==> config.mk <==
export PLATFORM = sky130hd
export DESIGN_NAME = four_channel_volume_fade
export DESIGN_NICKNAME = d
export VERILOG_FILES = /design/src/fvf_pkg.sv /design/src/fvf_div.sv /design/src/four_channel_volume_fade.sv
export SDC_FILE = /design/constraint.sdc
export NUM_CORES = 1
export LEC_CHECK = 0
export ABC_CLOCK_PERIOD_IN_PS = 10900
export BUFFER_PORTS_ARGS = -buffer_cell sky130_fd_sc_hd__buf_2
export CAP_MARGIN = 20
export CORE_ASPECT_RATIO = 2
export CORE_MARGIN = 3
export CORE_UTILIZATION = 34
export DETAILED_ROUTE_END_ITERATION = 10
export PLACE_DENSITY = 0.6
export SETUP_SLACK_MARGIN = 0.4
export SKIP_LAST_GASP = 1
export SYNTH_ARGS = -nofsm -noshare
export SYNTH_HDL_FRONTEND = slang
export SYNTH_HIERARCHICAL = 1
export SYNTH_SLANG_ARGS = --single-unit
==> constraint.sdc <==
create_clock -name clk -period 10.9 [get_ports clk]
set_input_delay 0.545 -clock clk [delete_from_list [all_inputs] [get_ports clk]]
set_output_delay 0.545 -clock clk [all_outputs]
set_load 0.005 [all_outputs]
==> src/fvf_pkg.sv <==
`timescale 1ns / 1ps

package fvf_pkg;

  // channel and field sizes
  localparam int CHANNELS   = 4;
  localparam int CH_W       = 2;
  localparam int GAIN_W     = 20;
  localparam int FULL_W     = 19;
  localparam int FRAMES_W   = 13;
  localparam int FRAMES_IN_W = 16;
  localparam int DIVISOR_W  = 12;
  localparam int DIVIDEND_W = 21;
  localparam int LEVEL_W    = 7;
  localparam int LEVEL_SHIFT = 12;
  localparam int CFG_IDX_W  = 3;

  // constants of the fade law
  localparam logic [FULL_W-1:0]   FULL_RESET = 19'h7F000;
  localparam logic [LEVEL_W-1:0]  LEVEL_MAX  = 7'd127;
  localparam logic signed [FRAMES_IN_W-1:0] FRAMES_MAX = 16'sh0FFF;
  localparam logic signed [FRAMES_IN_W-1:0] FRAMES_MIN = -16'sh0FFF;

  // input kinds carried in tuser
  localparam logic MODE_START = 1'b0;
  localparam logic MODE_TICK  = 1'b1;

  typedef logic [GAIN_W-1:0]     gain_t;
  typedef logic [FULL_W-1:0]     full_t;
  typedef logic [LEVEL_W-1:0]    level_t;
  typedef logic [DIVIDEND_W-1:0] dividend_t;
  typedef logic [DIVISOR_W-1:0]  divisor_t;

  // handshake between sequencer and divider
  typedef struct packed {
    logic      start;
    dividend_t dividend;
    divisor_t  divisor;
  } div_req_t;

  typedef struct packed {
    logic      done;
    dividend_t quotient;
  } div_rsp_t;

endpackage

==> src/fvf_div.sv <==
`timescale 1ns / 1ps

module fvf_div
  import fvf_pkg::*;
(
  input  logic     clk,
  input  logic     rst_n,
  input  div_req_t req,
  output div_rsp_t rsp
);

  localparam int CNT_W = $clog2(DIVIDEND_W + 1);
  localparam logic [CNT_W-1:0] LAST = CNT_W'(DIVIDEND_W - 1);

  logic                     busy_r, busy_nxt;
  logic                     done_r, done_nxt;
  logic [CNT_W-1:0]         cnt_r, cnt_nxt;
  logic [DIVIDEND_W-1:0]    quo_r, quo_nxt;
  logic [DIVISOR_W-1:0]     rem_r, rem_nxt;
  logic [DIVISOR_W-1:0]     dvs_r, dvs_nxt;
  logic [DIVISOR_W:0]       rem_shift;
  logic [DIVISOR_W:0]       rem_sub;
  logic                     ge;

  // one restoring step: shift in the next dividend bit, subtract if it fits
  assign rem_shift = {rem_r, quo_r[DIVIDEND_W-1]};
  assign rem_sub   = rem_shift - {1'b0, dvs_r};
  assign ge        = (rem_shift >= {1'b0, dvs_r});

  always_comb begin
    busy_nxt = busy_r;
    done_nxt = 1'b0;
    cnt_nxt  = cnt_r;
    quo_nxt  = quo_r;
    rem_nxt  = rem_r;
    dvs_nxt  = dvs_r;
    if (req.start) begin
      busy_nxt = 1'b1;
      cnt_nxt  = '0;
      quo_nxt  = req.dividend;
      rem_nxt  = '0;
      dvs_nxt  = req.divisor;
    end else if (busy_r) begin
      quo_nxt = {quo_r[DIVIDEND_W-2:0], ge};
      rem_nxt = ge ? rem_sub[DIVISOR_W-1:0] : rem_shift[DIVISOR_W-1:0];
      cnt_nxt = cnt_r + 1'b1;
      if (cnt_r == LAST) begin
        busy_nxt = 1'b0;
        done_nxt = 1'b1;
      end
    end
  end

  // control state
  always_ff @(posedge clk) begin
    if (!rst_n) begin
      busy_r <= 1'b0;
      done_r <= 1'b0;
      cnt_r  <= '0;
    end else begin
      busy_r <= busy_nxt;
      done_r <= done_nxt;
      cnt_r  <= cnt_nxt;
    end
  end

  // datapath
  always_ff @(posedge clk) begin
    quo_r <= quo_nxt;
    rem_r <= rem_nxt;
    dvs_r <= dvs_nxt;
  end

  assign rsp.done     = done_r;
  assign rsp.quotient = quo_r;

endmodule

==> src/four_channel_volume_fade.sv <==
`timescale 1ns / 1ps
// start transaction: loads the frame count, no result; tick with frames left:
// per channel a setup, 21 divider steps, done and write-back, then an emit of
// the registered result; idle tick goes straight to emit; emit waits on a stalled
// result; inputs are taken only in idle, and all channels use the single shared divider
// reset: synchronous active-low rst_n clears gains, frame count and output valid,
// full levels return to 0x7F000

module four_channel_volume_fade
  import fvf_pkg::*;
(
  input  logic                   clk,
  input  logic                   rst_n,
  // input stream
  input  logic                   in_tvalid,
  output logic                   in_tready,
  input  logic [15:0]            in_tdata,   // [15:0] fade_frames
  input  logic [0:0]             in_tuser,   // [0] mode
  // result stream
  output logic                   out_tvalid,
  input  logic                   out_tready,
  output logic [31:0]            out_tdata,  // [6:0] mix_ll, [13:7] mix_lr,
                                             // [20:14] mix_rr, [27:21] mix_rl
  // configuration writes
  input  logic                   cfg_valid,
  output logic                   cfg_ready,
  input  logic [CFG_IDX_W-1:0]   cfg_index,
  input  logic [FULL_W-1:0]      cfg_data
);

  localparam logic [2:0] ST_IDLE = 3'd0;
  localparam logic [2:0] ST_PREP = 3'd1;
  localparam logic [2:0] ST_DIV  = 3'd2;
  localparam logic [2:0] ST_POST = 3'd3;
  localparam logic [2:0] ST_EMIT = 3'd4;
  localparam logic [CH_W-1:0] CH_LAST = CH_W'(CHANNELS - 1);

  logic [2:0]                 state_r, state_nxt;
  logic [CH_W-1:0]            ch_r, ch_nxt;
  logic signed [FRAMES_W-1:0] frames_r, frames_nxt;
  gain_t                      live_r [CHANNELS];
  gain_t                      live_nxt [CHANNELS];
  full_t                      full_r [CHANNELS];
  gain_t                      m_r, m_nxt;
  logic                       neg_r, neg_nxt;
  logic                       out_valid_r, out_valid_nxt;
  logic [31:0]                out_data_r, out_data_nxt;

  div_req_t                   div_req;
  div_rsp_t                   div_rsp;

  logic                       in_fire;
  logic                       fade_in;
  divisor_t                   div_d;
  gain_t                      cur_gain;
  full_t                      cur_full;
  logic signed [GAIN_W:0]     diff;
  logic [GAIN_W:0]            abs_diff;
  gain_t                      m_sel;
  gain_t                      f_val;
  logic [GAIN_W:0]            q_val;
  logic [GAIN_W+1:0]          r_val;
  gain_t                      fade_in_gain;
  logic signed [FRAMES_IN_W-1:0] frames_in;
  logic [FRAMES_W-1:0]        frames_sat;

  assign in_tready = (state_r == ST_IDLE);
  assign in_fire   = in_tvalid && in_tready;
  assign cfg_ready = 1'b1;

  // frame count saturated to +-4095 on load
  assign frames_in = $signed(in_tdata);
  always_comb begin
    if (frames_in > FRAMES_MAX)
      frames_sat = FRAMES_W'(FRAMES_MAX);
    else if (frames_in < FRAMES_MIN)
      frames_sat = FRAMES_W'(FRAMES_MIN);
    else
      frames_sat = frames_in[FRAMES_W-1:0];
  end

  // direction and step divisor from the remaining frame count
  assign fade_in = frames_r[FRAMES_W-1];
  assign div_d   = fade_in ? DIVISOR_W'(-frames_r) : DIVISOR_W'(frames_r);

  // setup: magnitude to scale, gain itself or distance to full level
  assign cur_gain = live_r[ch_r];
  assign cur_full = full_r[ch_r];
  assign diff     = $signed({2'b00, cur_full}) - $signed({1'b0, cur_gain});
  assign abs_diff = diff[GAIN_W] ? $unsigned(-diff) : $unsigned(diff);
  assign m_sel    = fade_in ? abs_diff[GAIN_W-1:0] : cur_gain;

  // m*(d-1)/d floored equals m - ceil(m/d)
  assign f_val = m_r - div_rsp.quotient[GAIN_W-1:0];
  assign q_val = neg_r ? -{1'b0, f_val} : {1'b0, f_val};
  assign r_val = {3'b000, cur_full} - {q_val[GAIN_W], q_val};
  assign fade_in_gain = r_val[GAIN_W+1] ? '0 : r_val[GAIN_W-1:0];

  // sequencer
  always_comb begin
    state_nxt     = state_r;
    ch_nxt        = ch_r;
    frames_nxt    = frames_r;
    m_nxt         = m_r;
    neg_nxt       = neg_r;
    out_valid_nxt = out_valid_r;
    out_data_nxt  = out_data_r;
    div_req.start    = 1'b0;
    div_req.dividend = {1'b0, m_sel} + {{(DIVIDEND_W-DIVISOR_W){1'b0}}, div_d} - 1'b1;
    div_req.divisor  = div_d;
    for (int i = 0; i < CHANNELS; i++) live_nxt[i] = live_r[i];

    if (out_valid_r && out_tready) out_valid_nxt = 1'b0;

    case (state_r)
      ST_IDLE: begin
        if (in_fire) begin
          if (in_tuser[0] == MODE_START) begin
            frames_nxt = $signed(frames_sat);
          end else if (frames_r == '0) begin
            state_nxt = ST_EMIT;
          end else begin
            ch_nxt    = '0;
            state_nxt = ST_PREP;
          end
        end
      end
      ST_PREP: begin
        m_nxt         = m_sel;
        neg_nxt       = fade_in && diff[GAIN_W];
        div_req.start = 1'b1;
        state_nxt     = ST_DIV;
      end
      ST_DIV: begin
        if (div_rsp.done) state_nxt = ST_POST;
      end
      ST_POST: begin
        live_nxt[ch_r] = fade_in ? fade_in_gain : f_val;
        if (ch_r == CH_LAST) begin
          frames_nxt = fade_in ? frames_r + 1'b1 : frames_r - 1'b1;
          state_nxt  = ST_EMIT;
        end else begin
          ch_nxt    = ch_r + 1'b1;
          state_nxt = ST_PREP;
        end
      end
      ST_EMIT: begin
        if (!out_valid_r || out_tready) begin
          out_valid_nxt = 1'b1;
          out_data_nxt  = '0;
          for (int i = 0; i < CHANNELS; i++) begin
            out_data_nxt[i*LEVEL_W +: LEVEL_W] =
              live_r[i][GAIN_W-1] ? LEVEL_MAX : live_r[i][LEVEL_SHIFT +: LEVEL_W];
          end
          state_nxt = ST_IDLE;
        end
      end
      default: state_nxt = ST_IDLE;
    endcase
  end

  // control and gain state
  always_ff @(posedge clk) begin
    if (!rst_n) begin
      state_r     <= ST_IDLE;
      ch_r        <= '0;
      frames_r    <= '0;
      out_valid_r <= 1'b0;
      for (int i = 0; i < CHANNELS; i++) begin
        live_r[i] <= '0;
        full_r[i] <= FULL_RESET;
      end
    end else begin
      state_r     <= state_nxt;
      ch_r        <= ch_nxt;
      frames_r    <= frames_nxt;
      out_valid_r <= out_valid_nxt;
      for (int i = 0; i < CHANNELS; i++) live_r[i] <= live_nxt[i];
      if (cfg_valid && cfg_ready && (cfg_index < CFG_IDX_W'(CHANNELS)))
        full_r[cfg_index[CH_W-1:0]] <= cfg_data;
    end
  end

  // payload registers
  always_ff @(posedge clk) begin
    m_r        <= m_nxt;
    neg_r      <= neg_nxt;
    out_data_r <= out_data_nxt;
  end

  fvf_div u_div (
    .clk   (clk),
    .rst_n (rst_n),
    .req   (div_req),
    .rsp   (div_rsp)
  );

  assign out_tvalid = out_valid_r;
  assign out_tdata  = out_data_r;

  // divider answers only while the sequencer waits for it
  assert property (@(posedge clk) disable iff (!rst_n)
    div_rsp.done |-> state_r == ST_DIV)
    else $error("divider done outside wait state");

  // frame count stays within the saturated range
  assert property (@(posedge clk) disable iff (!rst_n)
    (frames_r <= $signed(FRAMES_W'(FRAMES_MAX))) &&
    (frames_r >= $signed(FRAMES_W'(FRAMES_MIN))))
    else $error("frame count out of range");

  // a start transaction returns to idle at once
  assert property (@(posedge clk) disable iff (!rst_n)
    (in_fire && in_tuser[0] == MODE_START) |=> state_r == ST_IDLE)
    else $error("start transaction did not complete in one cycle");

  // last channel write-back always leads to the emit step
  assert property (@(posedge clk) disable iff (!rst_n)
    (state_r == ST_POST && ch_r == CH_LAST) |=> state_r == ST_EMIT)
    else $error("tick did not reach emit after last channel");

endmodule

---- Word level (Yosys, flattened, before mapping) ----
Memory sizes are Yosys's and may differ from the RTL's. A register that Yosys moved wholly into a read port is not among the register bits.
Index checks and enable logic that the tools add are counted.
storage, ports and cells
  register bits ........................... 120
  latch bits .............................. 0
  RAM bits ................................ 156
  memory bits (read-only) ................. 0
  bits of input ports ..................... 44
  output and inout port bits .............. 35
  word-level logic and storage cells ...... 132
  memories ................................ 2
cells by class
  $add $sub $neg .......................... 13
  multipliers ............................. 0
  divide/modulo/power cells ............... 0
  order comparisons ....................... 6
  equality and inequality tests ........... 14
  shift operators ......................... 0
  muxes and demuxes ....................... 56
  bitwise operators ....................... 7
  reductions and logical operators ........ 18
memory list
  name    depth  bits a word  rd ports  clocked after memory_dff  wr ports  RTL line                        RTL
  live_r  4      20           5         1                         4         four_channel_volume_fade.sv:41  gain_t live_r [CHANNELS];
  full_r  4      19           1         1                         4         four_channel_volume_fade.sv:43  full_t full_r [CHANNELS];
operator list
  cell                   count
  $mux 20                9
  $bwmux 80              1
  $mux 80                1
  $mux 13                6
  $mux 21                3
  $demux 20 s2           1
  $pmux 13 s2            1
  $mux 12                2
  $sub 20x21->22         1
  $add 20x12->21         1
  $neg 20->21            1
  $sub 19x20->21         1
  $sub 21x1->21 const B  1
  $neg 20->20            1
  $sub 20x20->20         1
  $mux 19                1
  $reduce_or 19->1       1
  $mux 2                 9
  $mux 3                 6
  $gt 16x13->1 const B   1
  $lt 16x13->1 const B   1
  $pmux 3 s5             1
  $mux 1                 14
  $add 13x1->13 const B  1
  other kinds (31)       48

---- Logic depth before layout (Yosys ltp) ----
  word-level depth ........................ 9
  mapped depth ............................ 35

---- Hierarchy ----
Netlist, hierarchy kept.
by module, submodules not included
  module                    instances  cells an instance  area each (sq um)  seq. area each (sq um)
  four_channel_volume_fade  1          1639               15322.2            5775.5
  fvf_div                   1          229                2620.0             1371.3

---- Worst setup path after synthesis ----
OpenSTA, ideal clock, no wires.
  path type ............................... register to register
  start ................................... register with a tool-made name
  end ..................................... register u_div.quo_r[18] (data pin)
  library setup time ...................... 260 ps
  arrival time ............................ 8176 ps
  data required time ...................... 10640 ps
  setup slack ............................. 2464 ps
  stages on the path, launching flop included .. 36
  buffers on the path ..................... 7
  clock period less this slack ............ 8436 ps
  cells stage by stage .................... dfxtp_1 -> buf_1 -> buf_1 -> clkbuf_1 -> buf_1 -> mux4_2 -> ha_1 -> clkbuf_1 -> a211oi_1 -> o21bai_1 -> a22o_1 -> a2111oi_0 -> o21ai_1 -> and2_1 -> clkbuf_1 -> clkbuf_1 -> nor2_1 -> xor2_1 -> a21oi_1 -> inv_1 -> ha_1 -> inv_1 -> ha_1 -> a21o_1 -> a21oi_1 -> nor2b_1 -> o21a_1 -> o21ai_0 -> a21o_1 -> a31o_2 -> o21ai_0 -> a31oi_1 -> or4b_4 -> o21ai_2 -> xnor2_1 -> mux2_2
RTL lines
  element               RTL line       RTL
  to (signal assigned)  fvf_div.sv:69  quo_r <= quo_nxt;
  to (decl)             fvf_div.sv:18  logic [DIVIDEND_W-1:0] quo_r, quo_nxt;

==> summary.md <==
| Metric | Value |
|---|---|
| Outcome | finished clean |
| Yosys cell types | 90 |
| Startpoint Class | flip-flop |
| Sequential area share after synthesis | 39.8% |
| Post-Synth Adder-Cell Area | 8.83% |
| RSZ-0062 raised after global routing | no |
| Simple-Gate Fraction of Synth Area | between 10 and 15% |
| Maximum clock path buffer count | 3 |
| Total grt overflow | 0 |
| Final setup vio count | 0 |
| Largest stage delay, worst path | between 0.6 and 0.7 ns |
| First-pass GRT wire length | about 77000 um |
| Multiplexer share of the synthesized area | 6.89% |
| CP Buf/Inv Count | 3 |
| Family with the most delay on the worst path | compound AO/OA/AOI/OAI gates |
| Ratio of cells with drive above 1 in the final layout | 14.0% |
| Tightest Pin Transition | 1.03 ns |
| WS Path Type | reg -> reg |
| # H-tree levels | 1 |
| Period Utilization, post-route | approximately 77% |
| Ys Warns | 6 |
| Slowest stage cell, crit path | dfxtp_2 |
| Area of the multi-input gates | between 0.009 and 0.01 sq mm |
| Setup Skew | 0.0278 ns |
| Post-synth top flop | edfxtp_1 |
| Post-Synth XOR/XNOR Area | ~5.6% |
| Power, Total | 4180 uW |
| Ys async rst share | 0% |
| Area Growth Syn to Fin | 11.2% |
| Clk network pwr share | 24.4% |
| Syn avg cell area | 9.61 sq um |
| Setup TNS | 0 ns |
| DR vias | 13976 |
| Die height | 331 um |
| Combinational Power Share | 45.2% |
| Io pins | 79 |
| Commonest non-fill, non-tap cell in the layout | a21oi_1 |
| Worst VDD drop | between 0.1 and 0.15 mV |
| Diodes inserted | 0 |
| DRC errors left | 0 |
| Pint | 2550 uW |
| Slew HR | about 31% |
| Starting Density | 34.5% |
| Layout Nets | 2075 |
| Min-delay worst type | in -> reg |
| Clk Latency, worst-skew pair | ~0.6 ns |
| Routed WL | slightly below 50000 um |
| Max Slew Vio Count | 0 |
| Clock tree sinks | approximately 280 |
| Cts hold-fix bufs | 0 |
| Vias per cell | 5.40 |
| I/O Buffers | 73 |
| Drt first pass iters | 6 |
| CTS tree | built |
| Largest net degree at the start of global routing | 65 |
| Worst setup EP type | flip-flop |
| Cell count after synthesis | 1868 |
| Final Hold Vio Count | 0 |
| Die W | approximately 170 um |
| Psw | 1630 uW |
| Crit-path max FO | 17 |
| Final Non-Filler Cells | 2588 |
| DP Cell Count | 2536 |
| Post-synth EDFFs | ~160 |
| WL per Instance | 19.1 um |
| Vias in the first global route | roughly 15000 |
| Worst EP arrival | 8.76 ns |
| TritonCTS buffer count | 26 |
| Initial antenna violation count | 1 |
| DR iter-0 viols | 738 |
| Synth Cell Area | 0.0179 sq mm |
| Largest family of logic cells by synthesized area | compound AO/OA/AOI/OAI gates |
| Core area | 0.0520 sq mm |
| Power Density | 210 mW/mm^2 |
| Full die area | 0.0557 sq mm |
| Global placer's final weighted congestion | 0.938 |
| Pleak | 0.00791 uW |
| Peak Freq | 119 MHz |
| Cts repair resizes | 0 |
| Clk slew on worst S/H paths | roughly 0.07 ns |
| Postcts setup bufs | 0 |
| Post-DP HPWL | 37800 um |
| CTS root buf | clkbuf_16 |
| Max_cap viols | 0 |
| Compound-Gate Fraction of Synth Area | 18.7% |
| Sequential share of power | roughly 30% |
| Overall routing resource usage | 17.4% |
| Number of synthesized register bits | roughly 280 |
| Floorplan row count | approximately 120 |
| Storage element area | 0.00715 sq mm |
| DRT antenna net count | 0 |
| Most frequent cells in the layout | a21oi_1, inv_1, edfxtp_1, o21ai_0 |
| Net Sw Frac | around two fifths |
| Req. time, crit path | between 10 and 15 ns |
| Core Util, Final | 38.4% |
| Fill count | 5187 |
| Shortest period the worst path allows | 8.42 ns |
sequential cells by signal, indices dropped and copies added (netlist names), named ones only:
signal,count
m_r,20
u_div/done_r,1
u_div/busy_r,1
out_tdata,28
full_r,76
u_div/cnt_r,5
u_div/dvs_r,12
neg_r,1
ch_r,2
u_div/rem_r,12
live_r,80
u_div/quo_r,21
frames_r,13
out_tvalid,1
state_r,3
cells by family after synthesis:
| kind of cell | Yosys count |
|---|---|
| AOI/OAI and AO/OA | 537 |
| adders and majority gates | 123 |
| muxes | 72 |
| other | 2 |
| DFF | 278 |
| buffers and inverters | 246 |
| and+or+nand+nor | 495 |
| xor gates and xnor gates | 115 |
layout make-up:
class,instances,area share [%]
clock inverters,19,1.22
clock buffers,29,3.52
multi-input cells,1347,49.5
well taps,660,4.14
inverters,160,3.01
repair buffers,95,2.75
flip-flops and latches,278,35.8
power groups by stage:
stage | clock, uW | combinational (uW) | sequential, uW
6_report | 1020 | 1890 | 1270
5_1_grt | 1080 | 2100 | 1280
4_1_cts | 1050 | 1880 | 1270
3_5_place_dp | 0 | 1870 | 1290
3_3_place_gp | 0 | 1830 | 1290
2_1_floorplan | 0 | 1440 | 1270
worst paths after layout:
path | start | end | slack, ns | cells after the start
setup / recovery | flip-flop | u_div/quo_r[18]$_DFFE_PP_ | 2.48 | 30
hold / removal | cfg_data[15] | full_r[1][15]$_SDFFCE_PN1P_ | 0.25 | 2
setup reg to reg | flip-flop | u_div/quo_r[18]$_DFFE_PP_ | 2.48 | 30
hold reg to reg | u_div/rem_r[2]$_SDFFE_PP0P_ | u_div/rem_r[2]$_SDFFE_PP0P_ | 0.48 | 2
worst register-to-register path: cells and delay by family (launching register included):
| kind | cells | cell delay [ns] |
|---|---|---|
| adder cells (fa/ha/maj) | 4 | 1.21 |
| flip-flops | 1 | 0.69 |
| multiplexers | 2 | 0.87 |
| AO/OA/AOI/OAI | 14 | 3.21 |
| AND/OR/NAND/NOR | 5 | 1.45 |
| buffers and inverters | 3 | 0.53 |
| XOR/XNOR | 2 | 0.24 |
synthesized netlist by cell type (6+ instances only):
cell / count / area share, %
nor2_1: 105 / 2.2
mux2_2: 22 / 1.4
or2_2: 33 / 1.2
clkbuf_1: 69 / 1.4
a32oi_1: 6 / 0.29
a211oi_1: 21 / 0.88
ha_1: 117 / 8.2
o21bai_1: 6 / 0.25
dfxtp_1: 120 / 13
xnor2_1: 77 / 3.8
a221oi_1: 6 / 0.29
o21ai_0: 145 / 4.0
inv_1: 158 / 3.3
mux2i_1: 11 / 0.61
and3_1: 14 / 0.49
mux4_2: 39 / 4.9
o31ai_1: 14 / 0.59
buf_4: 6 / 0.25
a211o_1: 6 / 0.29
o21a_1: 24 / 1.0
nor4_1: 9 / 0.31
fa_1: 6 / 0.67
nand2_1: 83 / 1.7
nand3_1: 26 / 0.73
nor2b_1: 28 / 0.98
buf_1: 7 / 0.15
nor3b_1: 13 / 0.54
nor3_1: 29 / 0.81
edfxtp_1: 158 / 26
a21oi_1: 164 / 4.6
a31oi_1: 18 / 0.63
or3_1: 12 / 0.42
o21ai_1: 12 / 0.33
a22oi_1: 13 / 0.54
o211a_1: 8 / 0.45
xor2_1: 38 / 1.9
a21o_1: 28 / 1.2
nand2b_1: 51 / 1.8
and2_1: 58 / 2.0
o211ai_1: 10 / 0.42
layer usage:
| metal | global-route usage [%] | wire, um |
|---|---|---|
| met3 | 1.66 | 1310 |
| met2 | 35.7 | 28100 |
| met4 | 10.1 | 2990 |
| met5 | 0 | 0 |
| met1 | 16.1 | 17000 |
through the flow:
stage          setup WS (ns)  cell area [sq um]  hold slack [ns]
2_1_floorplan           2.46              18000            0.443
3_3_place_gp            2.60              19000            0.461
3_5_place_dp            2.40              19000            0.471
4_1_cts                 2.41              19900            0.220
5_1_grt                 1.87              20000            0.242
6_report                2.48              20000            0.250
(Power assumes the default switching activity.)
